File: src/hw/rtl/cbq_pkg.sv
// Shared types, constants and the per-segment micro-program for the cubic-to-quad block.
`default_nettype none
package cbq_pkg;

    localparam int MAX_QUADS = 64;
    localparam int COORD_W   = 24;
    localparam int GUARD     = 8;
    localparam int CFG_W     = 32;
    localparam int DW        = 36;
    localparam int XW        = 52;
    localparam int TW        = 27;
    localparam int AW        = 79;
    localparam int DNW       = 23;
    localparam int NW        = 7;
    localparam int IW        = 6;
    localparam int TVW       = 17;
    localparam int T_FRAC    = 16;
    localparam int EW        = 54;
    localparam int DXW       = 27;
    localparam int N3W       = 19;
    localparam int PCW       = 5;
    localparam int PROG_LEN  = 24;
    localparam int LW        = 4;
    localparam int RAM_DEPTH = 32;
    localparam int RAW       = 5;
    localparam int CNTW      = 5;

    localparam logic [CFG_W-1:0] TOL_RESET = 32'd1106;

    localparam logic signed [DW-1:0] COORD_MAX = DW'((1 << (COORD_W - 1)) - 1);
    localparam logic signed [DW-1:0] COORD_MIN = -COORD_MAX - DW'(1);
    localparam logic signed [DW-1:0] GUARD_HALF = DW'(1 << (GUARD - 1));

    typedef logic [2:0] alu_mode_t;
    localparam alu_mode_t ALU_MUL  = 3'd0;
    localparam alu_mode_t ALU_DIV  = 3'd1;
    localparam alu_mode_t ALU_LERP = 3'd2;
    localparam alu_mode_t ALU_CTRL = 3'd3;
    localparam alu_mode_t ALU_SUB  = 3'd4;
    localparam alu_mode_t ALU_ADD  = 3'd5;

    typedef struct packed {
        logic                  start;
        alu_mode_t             mode;
        logic signed [XW-1:0]  a;
        logic signed [XW-1:0]  b;
        logic [TW-1:0]         t;
    } alu_req_t;

    typedef struct packed {
        logic                  done;
        logic signed [AW-1:0]  result;
    } alu_rsp_t;

    typedef struct packed {
        alu_mode_t      op;
        logic [LW-1:0]  src_a;
        logic [LW-1:0]  src_b;
        logic [LW-1:0]  dst;
        logic           use_t1;
    } uop_t;

    // scratch slots, one bank per axis
    localparam logic [LW-1:0] L_P0 = 4'd0;
    localparam logic [LW-1:0] L_P1 = 4'd1;
    localparam logic [LW-1:0] L_P2 = 4'd2;
    localparam logic [LW-1:0] L_P3 = 4'd3;
    localparam logic [LW-1:0] L_D0 = 4'd4;
    localparam logic [LW-1:0] L_D1 = 4'd5;
    localparam logic [LW-1:0] L_D2 = 4'd6;
    localparam logic [LW-1:0] L_A  = 4'd7;
    localparam logic [LW-1:0] L_B  = 4'd8;
    localparam logic [LW-1:0] L_C  = 4'd9;
    localparam logic [LW-1:0] L_AB = 4'd10;
    localparam logic [LW-1:0] L_BC = 4'd11;
    localparam logic [LW-1:0] L_S  = 4'd12;
    localparam logic [LW-1:0] L_E  = 4'd13;
    localparam logic [LW-1:0] L_G  = 4'd14;
    localparam logic [LW-1:0] L_H  = 4'd15;

    function automatic uop_t prog_rom(input logic [PCW-1:0] pc);
        uop_t u;
        unique case (pc)
            5'd0:  u = uop_t'{ALU_SUB,  L_P1, L_P0, L_D0, 1'b0};
            5'd1:  u = uop_t'{ALU_SUB,  L_P2, L_P1, L_D1, 1'b0};
            5'd2:  u = uop_t'{ALU_SUB,  L_P3, L_P2, L_D2, 1'b0};
            5'd3:  u = uop_t'{ALU_LERP, L_P0, L_P1, L_A,  1'b0};
            5'd4:  u = uop_t'{ALU_LERP, L_P1, L_P2, L_B,  1'b0};
            5'd5:  u = uop_t'{ALU_LERP, L_P2, L_P3, L_C,  1'b0};
            5'd6:  u = uop_t'{ALU_LERP, L_A,  L_B,  L_AB, 1'b0};
            5'd7:  u = uop_t'{ALU_LERP, L_B,  L_C,  L_BC, 1'b0};
            5'd8:  u = uop_t'{ALU_LERP, L_AB, L_BC, L_S,  1'b0};
            5'd9:  u = uop_t'{ALU_LERP, L_D0, L_D1, L_A,  1'b0};
            5'd10: u = uop_t'{ALU_LERP, L_D1, L_D2, L_B,  1'b0};
            5'd11: u = uop_t'{ALU_LERP, L_A,  L_B,  L_G,  1'b0};
            5'd12: u = uop_t'{ALU_LERP, L_P0, L_P1, L_A,  1'b1};
            5'd13: u = uop_t'{ALU_LERP, L_P1, L_P2, L_B,  1'b1};
            5'd14: u = uop_t'{ALU_LERP, L_P2, L_P3, L_C,  1'b1};
            5'd15: u = uop_t'{ALU_LERP, L_A,  L_B,  L_AB, 1'b1};
            5'd16: u = uop_t'{ALU_LERP, L_B,  L_C,  L_BC, 1'b1};
            5'd17: u = uop_t'{ALU_LERP, L_AB, L_BC, L_E,  1'b1};
            5'd18: u = uop_t'{ALU_LERP, L_D0, L_D1, L_A,  1'b1};
            5'd19: u = uop_t'{ALU_LERP, L_D1, L_D2, L_B,  1'b1};
            5'd20: u = uop_t'{ALU_LERP, L_A,  L_B,  L_H,  1'b1};
            5'd21: u = uop_t'{ALU_SUB,  L_G,  L_H,  L_G,  1'b0};
            5'd22: u = uop_t'{ALU_ADD,  L_S,  L_E,  L_BC, 1'b0};
            5'd23: u = uop_t'{ALU_CTRL, L_BC, L_G,  L_H,  1'b0};
            default: u = uop_t'{ALU_SUB, L_P0, L_P0, L_A, 1'b0};
        endcase
        return u;
    endfunction

    function automatic logic signed [COORD_W-1:0] sat_coord(input logic signed [DW-1:0] v);
        logic signed [DW-1:0] c;
        c = v;
        if (v > COORD_MAX) begin
            c = COORD_MAX;
        end else if (v < COORD_MIN) begin
            c = COORD_MIN;
        end
        return COORD_W'(c);
    endfunction

    function automatic logic signed [DW-1:0] round_guard(input logic signed [DW-1:0] v);
        return (v + GUARD_HALF) >>> GUARD;
    endfunction

endpackage
`default_nettype wire

File: src/hw/rtl/cubic_bezier_to_quads_top.sv
// Cubic Bezier to quadratic Bezier approximation: sequencer, scratch RAM and shared ALU.
// Input channel (s_*): one cubic per transaction, four Q15.8 points.
// Output channel (m_*): one quadratic per transaction, in order, with its index,
// a last flag and a flag that the segment count hit its cap.
// Configuration: cfg_wr_en/cfg_wr_data write the 32-bit tolerance; write while idle.
// s_ready is high only while the sequencer is idle; a cubic is then worked on alone.
// Work, all on the one serial ALU (one multiplier bit or one quotient bit per cycle):
//   load: the eight coordinates into the scratch RAM; error: two squares of up to 26 bits;
//   count search: per candidate n, four multiplies (n^2, n^3, tol*n^3, *n^3), n = 1..64;
//   per segment: a restoring divide for t, then 48 micro-ops (24 per axis), each
//   read from the scratch RAM and run on the ALU with t or 3*dt as multiplier.
// The output register holds a finished quadratic while the next one is computed;
// if m_ready stays low the sequencer waits with its next result in staging.
// Reset (aresetn, synchronous, active low) returns to idle, empties the output
// register and sets the tolerance to 1106. The scratch RAM needs no clearing.
`default_nettype none
module cubic_bezier_to_quads_top (
    input  wire logic                                 aclk,
    input  wire logic                                 aresetn,
    input  wire logic                                 cfg_wr_en,
    input  wire logic        [cbq_pkg::CFG_W-1:0]     cfg_wr_data,
    input  wire logic                                 s_valid,
    output logic                                      s_ready,
    input  wire logic signed [cbq_pkg::COORD_W-1:0]   s_start_x,
    input  wire logic signed [cbq_pkg::COORD_W-1:0]   s_start_y,
    input  wire logic signed [cbq_pkg::COORD_W-1:0]   s_ctrl1_x,
    input  wire logic signed [cbq_pkg::COORD_W-1:0]   s_ctrl1_y,
    input  wire logic signed [cbq_pkg::COORD_W-1:0]   s_ctrl2_x,
    input  wire logic signed [cbq_pkg::COORD_W-1:0]   s_ctrl2_y,
    input  wire logic signed [cbq_pkg::COORD_W-1:0]   s_end_x,
    input  wire logic signed [cbq_pkg::COORD_W-1:0]   s_end_y,
    output logic                                      m_valid,
    input  wire logic                                 m_ready,
    output logic signed      [cbq_pkg::COORD_W-1:0]   m_quad_start_x,
    output logic signed      [cbq_pkg::COORD_W-1:0]   m_quad_start_y,
    output logic signed      [cbq_pkg::COORD_W-1:0]   m_quad_ctrl_x,
    output logic signed      [cbq_pkg::COORD_W-1:0]   m_quad_ctrl_y,
    output logic signed      [cbq_pkg::COORD_W-1:0]   m_quad_end_x,
    output logic signed      [cbq_pkg::COORD_W-1:0]   m_quad_end_y,
    output logic             [cbq_pkg::IW-1:0]        m_segment_index,
    output logic                                      m_last_segment,
    output logic                                      m_count_capped
);
    import cbq_pkg::*;

    localparam logic [4:0] ST_IDLE  = 5'd0;
    localparam logic [4:0] ST_LOAD  = 5'd1;
    localparam logic [4:0] ST_SQX   = 5'd2;
    localparam logic [4:0] ST_SQX_W = 5'd3;
    localparam logic [4:0] ST_SQY   = 5'd4;
    localparam logic [4:0] ST_SQY_W = 5'd5;
    localparam logic [4:0] ST_N2    = 5'd6;
    localparam logic [4:0] ST_N2_W  = 5'd7;
    localparam logic [4:0] ST_N3    = 5'd8;
    localparam logic [4:0] ST_N3_W  = 5'd9;
    localparam logic [4:0] ST_P1    = 5'd10;
    localparam logic [4:0] ST_P1_W  = 5'd11;
    localparam logic [4:0] ST_P2    = 5'd12;
    localparam logic [4:0] ST_P2_W  = 5'd13;
    localparam logic [4:0] ST_DIV   = 5'd14;
    localparam logic [4:0] ST_DIV_W = 5'd15;
    localparam logic [4:0] ST_RD    = 5'd16;
    localparam logic [4:0] ST_EXE   = 5'd17;
    localparam logic [4:0] ST_EXE_W = 5'd18;
    localparam logic [4:0] ST_OUT   = 5'd19;

    logic [4:0]                 state_reg, state_next;
    logic [CFG_W-1:0]           tol_reg;
    logic signed [COORD_W-1:0]  held_reg [8];
    logic [2:0]                 ld_reg;
    logic [EW-1:0]              err_reg;
    logic [NW-1:0]              n_reg;
    logic [N3W-1:0]             n3_reg;
    logic [XW-1:0]              p_reg;
    logic                       capped_reg;
    logic [IW-1:0]              i_reg;
    logic [TVW-1:0]             t0_reg;
    logic [TVW-1:0]             t1_reg;
    logic [PCW-1:0]             pc_reg;
    logic                       axis_reg;
    logic signed [COORD_W-1:0]  st_s_reg [2];
    logic signed [COORD_W-1:0]  st_c_reg [2];
    logic signed [COORD_W-1:0]  st_e_reg [2];
    logic                       m_valid_reg;

    uop_t                       uop;
    alu_req_t                   alu_req;
    alu_rsp_t                   alu_rsp;
    logic signed [DXW-1:0]      dx_x, dx_y;
    logic [DXW-1:0]             ax_x, ax_y;
    logic [EW-1:0]              e_w;
    logic [NW-1:0]              i_p1;
    logic [DNW-1:0]             div_num;
    logic [TVW-1:0]             dt;
    logic [TW-1:0]              dt3;
    logic                       out_free;
    logic                       last_seg;
    logic                       last_uop;
    logic                       found;
    logic                       ram_we;
    logic [RAW-1:0]             ram_waddr;
    logic [DW-1:0]              ram_wdata;
    logic [DW-1:0]              rd0, rd1;
    logic signed [DW-1:0]       res_d;

    always_comb begin
        uop  = prog_rom(pc_reg);
        dx_x = (DXW'(held_reg[4]) <<< 1) + DXW'(held_reg[4]) - DXW'(held_reg[6])
             - (DXW'(held_reg[2]) <<< 1) - DXW'(held_reg[2]) + DXW'(held_reg[0]);
        dx_y = (DXW'(held_reg[5]) <<< 1) + DXW'(held_reg[5]) - DXW'(held_reg[7])
             - (DXW'(held_reg[3]) <<< 1) - DXW'(held_reg[3]) + DXW'(held_reg[1]);
        ax_x = dx_x[DXW-1] ? DXW'(-dx_x) : DXW'(dx_x);
        ax_y = dx_y[DXW-1] ? DXW'(-dx_y) : DXW'(dx_y);
        e_w  = (err_reg + EW'((1 << GUARD) - 1)) >> GUARD;
        i_p1 = NW'(i_reg) + NW'(1);
        div_num = DNW'({i_p1, {T_FRAC{1'b0}}}) + DNW'(n_reg >> 1);
        dt   = t1_reg - t0_reg;
        dt3  = (TW'(dt) << 1) + TW'(dt);
        out_free = !m_valid_reg || m_ready;
        last_seg = i_p1 == n_reg;
        last_uop = pc_reg == PCW'(PROG_LEN - 1);
        found    = $unsigned(alu_rsp.result) >= AW'(e_w);
        res_d    = alu_rsp.result[DW-1:0];
    end

    always_comb begin
        alu_req = '0;
        unique case (state_reg)
            ST_SQX: begin
                alu_req.start = 1'b1;
                alu_req.mode  = ALU_MUL;
                alu_req.a     = XW'(ax_x);
                alu_req.t     = TW'(ax_x);
            end
            ST_SQY: begin
                alu_req.start = 1'b1;
                alu_req.mode  = ALU_MUL;
                alu_req.a     = XW'(ax_y);
                alu_req.t     = TW'(ax_y);
            end
            ST_N2: begin
                alu_req.start = 1'b1;
                alu_req.mode  = ALU_MUL;
                alu_req.a     = XW'(n_reg);
                alu_req.t     = TW'(n_reg);
            end
            ST_N3: begin
                alu_req.start = 1'b1;
                alu_req.mode  = ALU_MUL;
                alu_req.a     = XW'(n3_reg);
                alu_req.t     = TW'(n_reg);
            end
            ST_P1: begin
                alu_req.start = 1'b1;
                alu_req.mode  = ALU_MUL;
                alu_req.a     = XW'(tol_reg);
                alu_req.t     = TW'(n3_reg);
            end
            ST_P2: begin
                alu_req.start = 1'b1;
                alu_req.mode  = ALU_MUL;
                alu_req.a     = $signed(p_reg);
                alu_req.t     = TW'(n3_reg);
            end
            ST_DIV: begin
                alu_req.start = 1'b1;
                alu_req.mode  = ALU_DIV;
                alu_req.a     = XW'(div_num);
                alu_req.t     = TW'(n_reg);
            end
            ST_EXE: begin
                alu_req.start = 1'b1;
                alu_req.mode  = uop.op;
                alu_req.a     = XW'($signed(rd0));
                alu_req.b     = XW'($signed(rd1));
                if (uop.op == ALU_CTRL) begin
                    alu_req.t = dt3;
                end else begin
                    alu_req.t = TW'(uop.use_t1 ? t1_reg : t0_reg);
                end
            end
            default: alu_req = '0;
        endcase
    end

    always_comb begin
        ram_we    = 1'b0;
        ram_waddr = {ld_reg[0], 2'b00, ld_reg[2:1]};
        ram_wdata = DW'(held_reg[ld_reg]) <<< GUARD;
        if (state_reg == ST_LOAD) begin
            ram_we = 1'b1;
        end else if (state_reg == ST_EXE_W && alu_rsp.done) begin
            ram_we    = 1'b1;
            ram_waddr = {axis_reg, uop.dst};
            ram_wdata = alu_rsp.result[DW-1:0];
        end
    end

    always_comb begin
        state_next = state_reg;
        unique case (state_reg)
            ST_IDLE:  if (s_valid) state_next = ST_LOAD;
            ST_LOAD:  if (ld_reg == 3'd7) state_next = ST_SQX;
            ST_SQX:   state_next = ST_SQX_W;
            ST_SQX_W: if (alu_rsp.done) state_next = ST_SQY;
            ST_SQY:   state_next = ST_SQY_W;
            ST_SQY_W: if (alu_rsp.done) state_next = ST_N2;
            ST_N2:    state_next = ST_N2_W;
            ST_N2_W:  if (alu_rsp.done) state_next = ST_N3;
            ST_N3:    state_next = ST_N3_W;
            ST_N3_W:  if (alu_rsp.done) state_next = ST_P1;
            ST_P1:    state_next = ST_P1_W;
            ST_P1_W:  if (alu_rsp.done) state_next = ST_P2;
            ST_P2:    state_next = ST_P2_W;
            ST_P2_W: begin
                if (alu_rsp.done) begin
                    if (found || n_reg == NW'(MAX_QUADS)) begin
                        state_next = ST_DIV;
                    end else begin
                        state_next = ST_N2;
                    end
                end
            end
            ST_DIV:   state_next = ST_DIV_W;
            ST_DIV_W: if (alu_rsp.done) state_next = ST_RD;
            ST_RD:    state_next = ST_EXE;
            ST_EXE:   state_next = ST_EXE_W;
            ST_EXE_W: begin
                if (alu_rsp.done) begin
                    state_next = (last_uop && axis_reg) ? ST_OUT : ST_RD;
                end
            end
            ST_OUT: begin
                if (out_free) begin
                    state_next = last_seg ? ST_IDLE : ST_DIV;
                end
            end
            default:  state_next = ST_IDLE;
        endcase
    end

    always_ff @(posedge aclk) begin
        if (!aresetn) begin
            state_reg   <= ST_IDLE;
            m_valid_reg <= 1'b0;
            tol_reg     <= TOL_RESET;
        end else begin
            state_reg <= state_next;
            if (cfg_wr_en) begin
                tol_reg <= cfg_wr_data;
            end
            if (state_reg == ST_OUT && out_free) begin
                m_valid_reg <= 1'b1;
            end else if (m_ready) begin
                m_valid_reg <= 1'b0;
            end
            unique case (state_reg)
                ST_IDLE: begin
                    if (s_valid) begin
                        held_reg[0] <= s_start_x;
                        held_reg[1] <= s_start_y;
                        held_reg[2] <= s_ctrl1_x;
                        held_reg[3] <= s_ctrl1_y;
                        held_reg[4] <= s_ctrl2_x;
                        held_reg[5] <= s_ctrl2_y;
                        held_reg[6] <= s_end_x;
                        held_reg[7] <= s_end_y;
                        ld_reg      <= '0;
                        n_reg       <= NW'(1);
                    end
                end
                ST_LOAD:  ld_reg <= ld_reg + 3'd1;
                ST_SQX_W: if (alu_rsp.done) err_reg <= alu_rsp.result[EW-1:0];
                ST_SQY_W: if (alu_rsp.done) err_reg <= err_reg + alu_rsp.result[EW-1:0];
                ST_N2_W:  if (alu_rsp.done) n3_reg <= alu_rsp.result[N3W-1:0];
                ST_N3_W:  if (alu_rsp.done) n3_reg <= alu_rsp.result[N3W-1:0];
                ST_P1_W:  if (alu_rsp.done) p_reg <= alu_rsp.result[XW-1:0];
                ST_P2_W: begin
                    if (alu_rsp.done) begin
                        if (found || n_reg == NW'(MAX_QUADS)) begin
                            capped_reg <= !found;
                            i_reg      <= '0;
                            t0_reg     <= '0;
                        end else begin
                            n_reg <= n_reg + NW'(1);
                        end
                    end
                end
                ST_DIV_W: begin
                    if (alu_rsp.done) begin
                        t1_reg   <= alu_rsp.result[TVW-1:0];
                        pc_reg   <= '0;
                        axis_reg <= 1'b0;
                    end
                end
                ST_EXE_W: begin
                    if (alu_rsp.done) begin
                        if (uop.op == ALU_LERP && uop.dst == L_S) begin
                            st_s_reg[axis_reg] <= sat_coord(round_guard(res_d));
                        end
                        if (uop.op == ALU_LERP && uop.dst == L_E) begin
                            st_e_reg[axis_reg] <= sat_coord(round_guard(res_d));
                        end
                        if (uop.op == ALU_CTRL) begin
                            st_c_reg[axis_reg] <= sat_coord(res_d);
                        end
                        if (last_uop) begin
                            pc_reg   <= '0;
                            axis_reg <= 1'b1;
                        end else begin
                            pc_reg <= pc_reg + PCW'(1);
                        end
                    end
                end
                ST_OUT: begin
                    if (out_free) begin
                        m_quad_start_x  <= st_s_reg[0];
                        m_quad_start_y  <= st_s_reg[1];
                        m_quad_ctrl_x   <= st_c_reg[0];
                        m_quad_ctrl_y   <= st_c_reg[1];
                        m_quad_end_x    <= st_e_reg[0];
                        m_quad_end_y    <= st_e_reg[1];
                        m_segment_index <= i_reg;
                        m_last_segment  <= last_seg;
                        m_count_capped  <= capped_reg;
                        i_reg           <= i_reg + IW'(1);
                        t0_reg          <= t1_reg;
                    end
                end
                default: begin
                end
            endcase
        end
    end

    assign s_ready = state_reg == ST_IDLE;
    assign m_valid = m_valid_reg;

    cbq_ram #(
        .WIDTH (DW),
        .DEPTH (RAM_DEPTH)
    ) u_scratch (
        .aclk   (aclk),
        .we     (ram_we),
        .waddr  (ram_waddr),
        .wdata  (ram_wdata),
        .raddr0 ({axis_reg, uop.src_a}),
        .rdata0 (rd0),
        .raddr1 ({axis_reg, uop.src_b}),
        .rdata1 (rd1)
    );

    cbq_alu u_alu (
        .aclk    (aclk),
        .aresetn (aresetn),
        .req     (alu_req),
        .rsp     (alu_rsp)
    );

endmodule
`default_nettype wire

File: src/hw/rtl/cbq_ram.sv
// Generic RAM: one write port, two registered read ports.
`default_nettype none
module cbq_ram #(
    parameter int WIDTH = 8,
    parameter int DEPTH = 16
) (
    input  wire logic                     aclk,
    input  wire logic                     we,
    input  wire logic [$clog2(DEPTH)-1:0] waddr,
    input  wire logic [WIDTH-1:0]         wdata,
    input  wire logic [$clog2(DEPTH)-1:0] raddr0,
    output logic      [WIDTH-1:0]         rdata0,
    input  wire logic [$clog2(DEPTH)-1:0] raddr1,
    output logic      [WIDTH-1:0]         rdata1
);

    logic [WIDTH-1:0] mem [DEPTH];

    always_ff @(posedge aclk) begin
        if (we) begin
            mem[waddr] <= wdata;
        end
        rdata0 <= mem[raddr0];
        rdata1 <= mem[raddr1];
    end

endmodule
`default_nettype wire

File: src/hw/rtl/cbq_alu.sv
// Shared serial arithmetic unit: shift-add multiply, restoring divide, lerp, control-point, add and subtract ops.
`default_nettype none
module cbq_alu (
    input  wire logic              aclk,
    input  wire logic              aresetn,
    input  wire cbq_pkg::alu_req_t req,
    output cbq_pkg::alu_rsp_t      rsp
);
    import cbq_pkg::*;

    localparam logic signed [AW-1:0] HALF16 = AW'(1) <<< 15;
    localparam logic signed [AW-1:0] HALF26 = AW'(1) <<< 25;

    logic                 busy_reg;
    logic                 done_reg;
    alu_mode_t            mode_reg;
    logic signed [AW-1:0] x_reg;
    logic signed [AW-1:0] acc_reg;
    logic signed [AW-1:0] res_reg;
    logic [TW-1:0]        y_reg;
    logic signed [XW-1:0] a_reg;
    logic [NW-1:0]        rem_reg;
    logic [CNTW-1:0]      cnt_reg;

    logic [NW:0]          div_sh;
    logic                 div_ge;
    logic [NW:0]          div_diff;
    logic signed [AW-1:0] a_ext;
    logic signed [AW-1:0] post;

    always_comb begin
        a_ext    = AW'(a_reg);
        div_sh   = {rem_reg, x_reg[DNW-1]};
        div_ge   = div_sh >= {1'b0, y_reg[NW-1:0]};
        div_diff = div_sh - {1'b0, y_reg[NW-1:0]};
        case (mode_reg)
            ALU_LERP: post = a_ext + ((acc_reg + HALF16) >>> 16);
            ALU_CTRL: post = ((a_ext <<< 17) + acc_reg + HALF26) >>> 26;
            ALU_DIV:  post = AW'(x_reg[DNW-1:0]);
            default:  post = acc_reg;
        endcase
    end

    always_ff @(posedge aclk) begin
        if (!aresetn) begin
            busy_reg <= 1'b0;
            done_reg <= 1'b0;
        end else begin
            if (req.start) begin
                done_reg <= 1'b0;
                busy_reg <= 1'b1;
                mode_reg <= req.mode;
                a_reg    <= req.a;
                rem_reg  <= '0;
                cnt_reg  <= CNTW'(DNW);
                case (req.mode)
                    ALU_LERP: begin
                        acc_reg <= '0;
                        x_reg   <= AW'(req.b) - AW'(req.a);
                        y_reg   <= req.t;
                    end
                    ALU_CTRL: begin
                        acc_reg <= '0;
                        x_reg   <= AW'(req.b);
                        y_reg   <= req.t;
                    end
                    ALU_SUB: begin
                        acc_reg <= AW'(req.a) - AW'(req.b);
                        y_reg   <= '0;
                    end
                    ALU_ADD: begin
                        acc_reg <= AW'(req.a) + AW'(req.b);
                        y_reg   <= '0;
                    end
                    default: begin
                        acc_reg <= '0;
                        x_reg   <= AW'(req.a);
                        y_reg   <= req.t;
                    end
                endcase
            end else if (busy_reg) begin
                if (mode_reg == ALU_DIV) begin
                    if (cnt_reg == '0) begin
                        res_reg  <= post;
                        done_reg <= 1'b1;
                        busy_reg <= 1'b0;
                    end else begin
                        done_reg       <= 1'b0;
                        x_reg[DNW-1:0] <= {x_reg[DNW-2:0], div_ge};
                        rem_reg        <= div_ge ? div_diff[NW-1:0] : div_sh[NW-1:0];
                        cnt_reg        <= cnt_reg - CNTW'(1);
                    end
                end else if (y_reg == '0) begin
                    res_reg  <= post;
                    done_reg <= 1'b1;
                    busy_reg <= 1'b0;
                end else begin
                    done_reg <= 1'b0;
                    acc_reg  <= acc_reg + (y_reg[0] ? x_reg : '0);
                    x_reg    <= x_reg <<< 1;
                    y_reg    <= y_reg >> 1;
                end
            end else begin
                done_reg <= 1'b0;
            end
        end
    end

    assign rsp.done   = done_reg;
    assign rsp.result = res_reg;

endmodule
`default_nettype wire

File: config.mk
export PLATFORM = sky130hd
export DESIGN_NAME = cubic_bezier_to_quads_top
export DESIGN_NICKNAME = d
export VERILOG_FILES = /design/src/hw/rtl/cbq_pkg.sv /design/src/hw/rtl/cubic_bezier_to_quads_top.sv /design/src/hw/rtl/cbq_ram.sv /design/src/hw/rtl/cbq_alu.sv
export SDC_FILE = /design/constraint.sdc
export NUM_CORES = 2
export LEC_CHECK = 0
export BUFFER_PORTS_ARGS = -buffer_cell sky130_fd_sc_hd__buf_2
export CAP_MARGIN = 5
export CORE_MARGIN = 5
export CORE_UTILIZATION = 42
export DETAILED_ROUTE_END_ITERATION = 16
export GPL_ROUTABILITY_DRIVEN = 0
export HOLD_SLACK_MARGIN = 0.03
export PLACE_DENSITY = 0.6
export RECOVER_POWER = 25
export SYNTH_ARGS = -nofsm -noshare
export SYNTH_HDL_FRONTEND = slang
export SYNTH_SLANG_ARGS = --single-unit
File: constraint.sdc
create_clock -name aclk -period 20.2 [get_ports aclk]
set_clock_uncertainty 0.1 [all_clocks]
set_input_delay 1.01 -clock aclk [delete_from_list [all_inputs] [get_ports aclk]]
set_output_delay 1.01 -clock aclk [all_outputs]
set_load 0.05 [all_outputs]
# Word-level counts from Yosys, hierarchy flattened
# Memories as Yosys holds them, arrays and structs flattened. A register that Yosys moved wholly into a read port is not among the register bits.
# Cells that the tools add are included.
[op_classes] n_eq_ne=55 mux=131 order_cmp=6 addsub=33 bitwise=3 reduce_logical=44
[ops] operator="$mux 79" count=11
[ops] operator="$pmux 79 s3" count=2
[ops] operator="$pmux 56 s8" count=1
[ops] operator="$mux 24" count=16
[ops] operator="$mux 27" count=8
[ops] operator="$pmux 79 s2" count=1
[ops] operator="$pmux 27 s5" count=1
[ops] operator="$mux 54" count=2
[ops] operator="$pmux 54 s2" count=1
[ops] operator="$sub 52x52->53" count=2
[ops] operator="$mux 5" count=20
[ops] operator="$pmux 5 s20" count=1
[ops] operator="$add 69x79->79" count=1
[ops] operator="$add 79x17->79 const B" count=1
[ops] operator="$add 79x27->79 const B" count=1
[ops] operator="$add 79x79->79" count=1
[ops] operator="$ge 79x46->1" count=1
[ops] operator="$mux 36" count=2
[ops] operator="$mux 17" count=4
[ops] operator="$add 52x63->64" count=1
[ops] operator="$mux 56" count=1
[ops] operator="$add 27x24->27" count=2
[ops] operator="$add 54x54->54" count=1
[ops] operator="$add 54x8->54 const B" count=1
[ops] operator="other kinds (65)" count=189
[totals] romBits=512 ramBits=1488 out_inout_bits=154 memories=6 register_bits=561 elab_cells=306 in_bits=229
[mem_list] memory="u_scratch.mem" depth=32 word_bits=36 read_ports=2 rd_clocked_by_memory_dff=2 write_ports=1 line_no="cbq_ram.sv:17" text="logic [WIDTH-1:0] mem [DEPTH];"
[mem_list] memory="(no name shown)" depth=32 word_bits=16 read_ports=1 rd_clocked_by_memory_dff=1 write_ports=0 line_no="cbq_pkg.sv:83" text="unique case (pc)"
[mem_list] memory="held_reg" depth=8 word_bits=24 read_ports=9 rd_clocked_by_memory_dff=1 write_ports=8 line_no="cubic_bezier_to_quads_top.sv:69" text="logic signed [COORD_W-1:0] held_reg [8];"
[mem_list] memory="st_c_reg" depth=2 word_bits=24 read_ports=2 rd_clocked_by_memory_dff=2 write_ports=1 line_no="cubic_bezier_to_quads_top.sv:82" text="logic signed [COORD_W-1:0] st_c_reg [2];"
[mem_list] memory="st_e_reg" depth=2 word_bits=24 read_ports=2 rd_clocked_by_memory_dff=2 write_ports=1 line_no="cubic_bezier_to_quads_top.sv:83" text="logic signed [COORD_W-1:0] st_e_reg [2];"
[mem_list] memory="st_s_reg" depth=2 word_bits=24 read_ports=2 rd_clocked_by_memory_dff=2 write_ports=1 line_no="cubic_bezier_to_quads_top.sv:81" text="logic signed [COORD_W-1:0] st_s_reg [2];"

# Logic depth before layout (Yosys ltp)
# An unclocked memory read counts as a cell.
[logic_depth] ltp_word=13 mapped_depth=37 depth_no_buf=35

# Cells and area by module
# From an unflattened synthesis, not the netlist that was laid out.
[unflattened] cells_unflattened=11813 hier_area_um2=135520.0
[modules_own_cells] mod="cbq_ram" n_inst=1 seq_area_each_um2=36034.6 cells_per_inst=3874 area_each_um2=56357.8
[modules_own_cells] mod="cubic_bezier_to_quads_top" n_inst=1 seq_area_each_um2=21260.4 cells_per_inst=3787 area_each_um2=43990.9
[modules_own_cells] mod="cbq_alu" n_inst=1 seq_area_each_um2=9979.6 cells_per_inst=4152 area_each_um2=35171.2

# Worst setup path before layout
# Ideal clock, no wire load.
[synth_timing] path_type="reg2reg" start="mem held_reg[3][1]" end="reg u_alu.acc_reg[62], data pin" t_required_ns=19.831 path_stages_with_launch=36 synth_period_minus_slack_ns=8.221 setup_time_ns=0.269 arrival_ns=7.853 n_path_buf=3 path_slack_ns=11.979 cell_sequence="edfxtp_1 -> inv_1 -> fa_1 -> fa_1 -> inv_1 -> fa_1 -> inv_1 -> ha_1 -> a211oi_2 -> o21ai_1 -> a21oi_2 -> a21bo_4 -> a211oi_4 -> o2111a_2 -> o41ai_4 -> xnor2_1 -> buf_6 -> buf_6 -> a21oi_1 -> xnor2_1 -> o22ai_1 -> or2_1 -> ha_1 -> nand2_1 -> nor2_1 -> o41ai_1 -> a2111o_1 -> a211oi_1 -> o21ai_1 -> a211oi_1 -> o2111ai_1 -> nand3_1 -> o31ai_1 -> mux2i_4 -> buf_2 -> o21ai_0"
[synth_rtl] item="start: declaration" line_no="cubic_bezier_to_quads_top.sv:69"
[synth_rtl] item="end signal: assignment" line_no="cbq_alu.sv:68" text="acc_reg <= AW'(req.a) - AW'(req.b);"
[synth_rtl] item="end signal: assignment" line_no="cbq_alu.sv:72" text="acc_reg <= AW'(req.a) + AW'(req.b);"
[synth_rtl] item="end signal: assignment" line_no="cbq_alu.sv:99" text="acc_reg <= acc_reg + (y_reg[0] ? x_reg : '0);"
[synth_rtl] item="end: declaration" line_no="cbq_alu.sv:18" text="logic signed [AW-1:0] acc_reg;"

# Worst setup path in the final report
[layout_timing] start="reg state_reg[2]" end="reg u_alu.acc_reg[58], data pin"
[layout_between] elab_chain_len=5 elab_cells_between_ends=16 cone_classes="2 x add/sub; 10 x eq/ne; 4 x mux"
[layout_lines] item="start: declaration" line_no="cubic_bezier_to_quads_top.sv:67" text="logic [4:0] state_reg, state_next;"
[layout_lines] item="start signal: assignment" line_no="cubic_bezier_to_quads_top.sv:248" text="state_reg <= state_next;"
[layout_lines] item="$eq 5x5->1, or another cell as far along" line_no="cubic_bezier_to_quads_top.sv:128" text="unique case (state_reg)"
[layout_lines] item="$pmux 56 s8 or $mux 52 (tied branches)" line_no="cubic_bezier_to_quads_top.sv:128"
[layout_lines] item="$add 52x52->53, or another cell as far along" line_no="cbq_alu.sv:72"
[layout_lines] item="$pmux 79 s2" line_no="cbq_alu.sv:56" text="case (req.mode)"
[layout_lines] item="$mux 79 *" line_no="cbq_alu.sv:49" text="if (req.start) begin"
# Every way passes the cells marked *; elsewhere a longest branch is shown, timed or not.
# A chain may end at the register's enable or synchronous reset.

==> results.yml <==
synth:
  yosys.area.top_type_share: 0.4901
  async_reset_ff_frac: 0
  synth_top_area_cell: "edfxtp_1"
  syn-cell-area_um2: 131900
  syn_avg_cell_area_um2: 13.01
  ys_dominant_reg_cell: "edfxtp_1"
  ys_top_cells_by_area: "edfxtp_1 49%, mux4_2 13%, ha_1 5.5%"
  ys_types: 120
  syn-instance-count: 10142
  synth_fp_nets: 11154
  synth_common_cells: "2153 x edfxtp_1, 837 x nand2_1, 768 x mux4_2"
  seq_area_frac_synth: 0.5100
  synth.most_common_cell: "edfxtp_1"
  synth_enable_flop_cells: 2153
  ys_ff_latch: 2284
  yosys_warnings: 0
floorplanning:
  die-area_um2: 325400
  io_pins: 383
  core_area_um2: 312400
  fp.dieH_um: 570.4
  start_util: 0.4222
  fp.dieW_um: 570.4
  num_rows: 205
sta:
  worst_slack_ns: 9.187
  max_freq_mhz: 90.80
  max_slew.worst_pin.slew_ns: 8.041
  rsz0062_at_grt: "false"
  fin_hold_ws_ns: 0.1618
  fin_setup_tns_ns: 0
  slew-limit-headroom: -4.361
  maxSlewViolCount: 914
  final-hold-violation-count: 0
  setup_violations: 0
  fin_crit_sh: 0.5452
  fin_crit_ns: 11.01
clock_network:
  cts_tree: "yes"
  clock_latency_ns: 0.92
  holdBufCountCts: 0
  h-tree-depth: 5
  ctsResizeCount: 0
  clkTransAtPathRegs_ns: 0.07
  cts_max_path_buffers: 4
  post_cts_buffers: 0
  clock-sinks: 2284
  cts_root_buf: "clkbuf_16"
  numCtsBuffers: 262
place:
  dp.cells: 14378
  io_buffers: 382
  place_ws_ns: 10.18
  hpwlAfterDp_um: 289900
setup_path:
  start_kind: "flip-flop"
  arrival_ns: 11.27
  required_ns: 20.46
  crit_fanout: 50
  worstSetupPathType: "reg2reg"
  crit_path_end_kind: "flip-flop"
global_routing:
  grt_pass1_vias: 90681
  grt_overflow: 0
  track_usage: 0.2515
  grt_pass1_wl_um: 609600
  antenna_found_initial: 35
  grt_max_degree: 130
power:
  p_total_uw: 24110
  power.leakage_uw: 0.05371
  max-vdd-ir-drop_mv: 0.2139
  power.density_nw_per_um2: 163.8
cells_and_area:
  largest_reg_flops: 1152
  area_growth_pct: 11.61
  nNetsFinal: 11519
  drive_gt1_frac: 0.1562
  fin_cells: 14857
drt:
  dr.pass1.iters: 10
  via_count: 91741
  detail_route.wl_per_cell_um: 28.34
  drc: 0
  wl_um: 421000
  viasPerCell: 6.175
  first_iter_violations: 11565
  antenna_left: 0
run_status:
  violations: "max-capacitance violations, max-slew violations"
  status: "finished, violations left"
job:
  max_cap_viol_count: 20
min_path:
  hp-class: "in2reg"
-- power breakdown --
group	total [uW]	switching (uW)	internal, uW
clock	4720	1960	2760
combinational	12800	8000	4750
sequential	6640	411	6220
total	24100	10400	13700
-- final cells by class --
class,count,area (um2)
Antenna cell,7,17.52
Clock buffer,329,7131
Clock inverter,138,1309
Fill cell,27502,165200
Inverter,628,2359
Multi-Input combinational cell,6762,60930
Sequential cell,2284,67300
Tap cell,4140,5180
Timing Repair Buffer,569,2994
-- critical path, cell delays in order, from the launching register on --
cell and delay [ns]:
dfxtp_1 0.54, nor3_1 0.27, clkbuf_1 0.56, and3_1 1.04, clkbuf_1 1.11, clkbuf_1 1.63
o21ai_0 0.44, and3_1 0.37, o21ai_0 0.28, or2_2 0.26, nor2b_1 0.08, a31o_2 0.31
o21ai_0 0.19, ha_1 0.36, a21oi_1 0.24, inv_1 0.07, a21oi_1 0.15, o21bai_1 0.09
a21o_1 0.18, a21oi_1 0.15, o21ai_0 0.16, o311ai_0 0.34, nand3_1 0.19, o31ai_1 0.42
mux2i_4 0.65, o21ai_0 0.21
-- through the flow --
stage | util | cell area (um2)
2_1_floorplan | - | 131900
3_3_place_gp | 0.4456 | 139200
3_5_place_dp | 0.4456 | 139200
4_1_cts | 0.4726 | 147600
5_1_grt | 0.4712 | 147200
6_report | 0.4712 | 147200
-- layout by cell type, fill, tap and decap left out, drive strengths merged, types with 47 or more instances in the layout --
| master | synthesis | final |
|---|---|---|
| nand4 | 94 | 94 |
| mux4 | 768 | 768 |
| a22oi | 62 | 62 |
| clkinv | 0 | 100 |
| nor3 | 125 | 125 |
| edfxtp | 2153 | 2153 |
| xnor2 | 344 | 344 |
| a211oi | 50 | 50 |
| o21a | 99 | 99 |
| and3 | 95 | 95 |
| nand2 | 837 | 837 |
| buf | 92 | 338 |
| o21bai | 86 | 86 |
| clkbuf | 376 | 560 |
| fa | 200 | 200 |
| a31oi | 76 | 76 |
| a21o | 285 | 285 |
| nand2b | 75 | 75 |
| o21ai | 488 | 488 |
| nor4 | 49 | 49 |
| dfxtp | 131 | 131 |
| inv | 628 | 639 |
| and2 | 157 | 157 |
| xor2 | 249 | 249 |
| a21oi | 542 | 542 |
| nand3 | 174 | 174 |
| nor2 | 453 | 453 |
| o22ai | 57 | 57 |
| mux2i | 84 | 84 |
| o211ai | 47 | 47 |
| or3 | 48 | 48 |
| ha | 583 | 583 |
| nor2b | 106 | 106 |
-- layer usage --
layer	up-vias	GRT usage	routed length [um]	share of wire
met5	-	0	32	0.000076
met4	4	0.09317	17740	0.042
met3	823	0.04838	42300	0.10
met2	4858	0.4053	195400	0.46
met1	46288	0.3398	165500	0.39
li1	39768	-	-	-
-- cell families after synthesis --
logic type | after synthesis | share of synthesized area
buffers and inverters | 1096 | 0.03144
flip-flops | 2284 | 0.5100
AND/OR/NAND/NOR | 2344 | 0.08609
AO/OA/AOI/OAI | 2175 | 0.1085
adder cells (fa/ha/maj) | 783 | 0.08566
multiplexers | 867 | 0.1389
XOR/XNOR | 593 | 0.03938
-- final timing paths --
check,slack (ns),start,end,cells past startpoint
worst max-delay path,9.19,state_reg[2],u_alu.acc_reg[58],25
worst min-delay path,0.16,s_ctrl2_x[14],held_reg[4][14],1
worst max register to register,9.19,state_reg[2],u_alu.acc_reg[58],25
worst min register to register,0.30,st_e_reg[0][21],m_quad_end_x[21],0
Note: power is estimated with default switching activity, not from simulation.
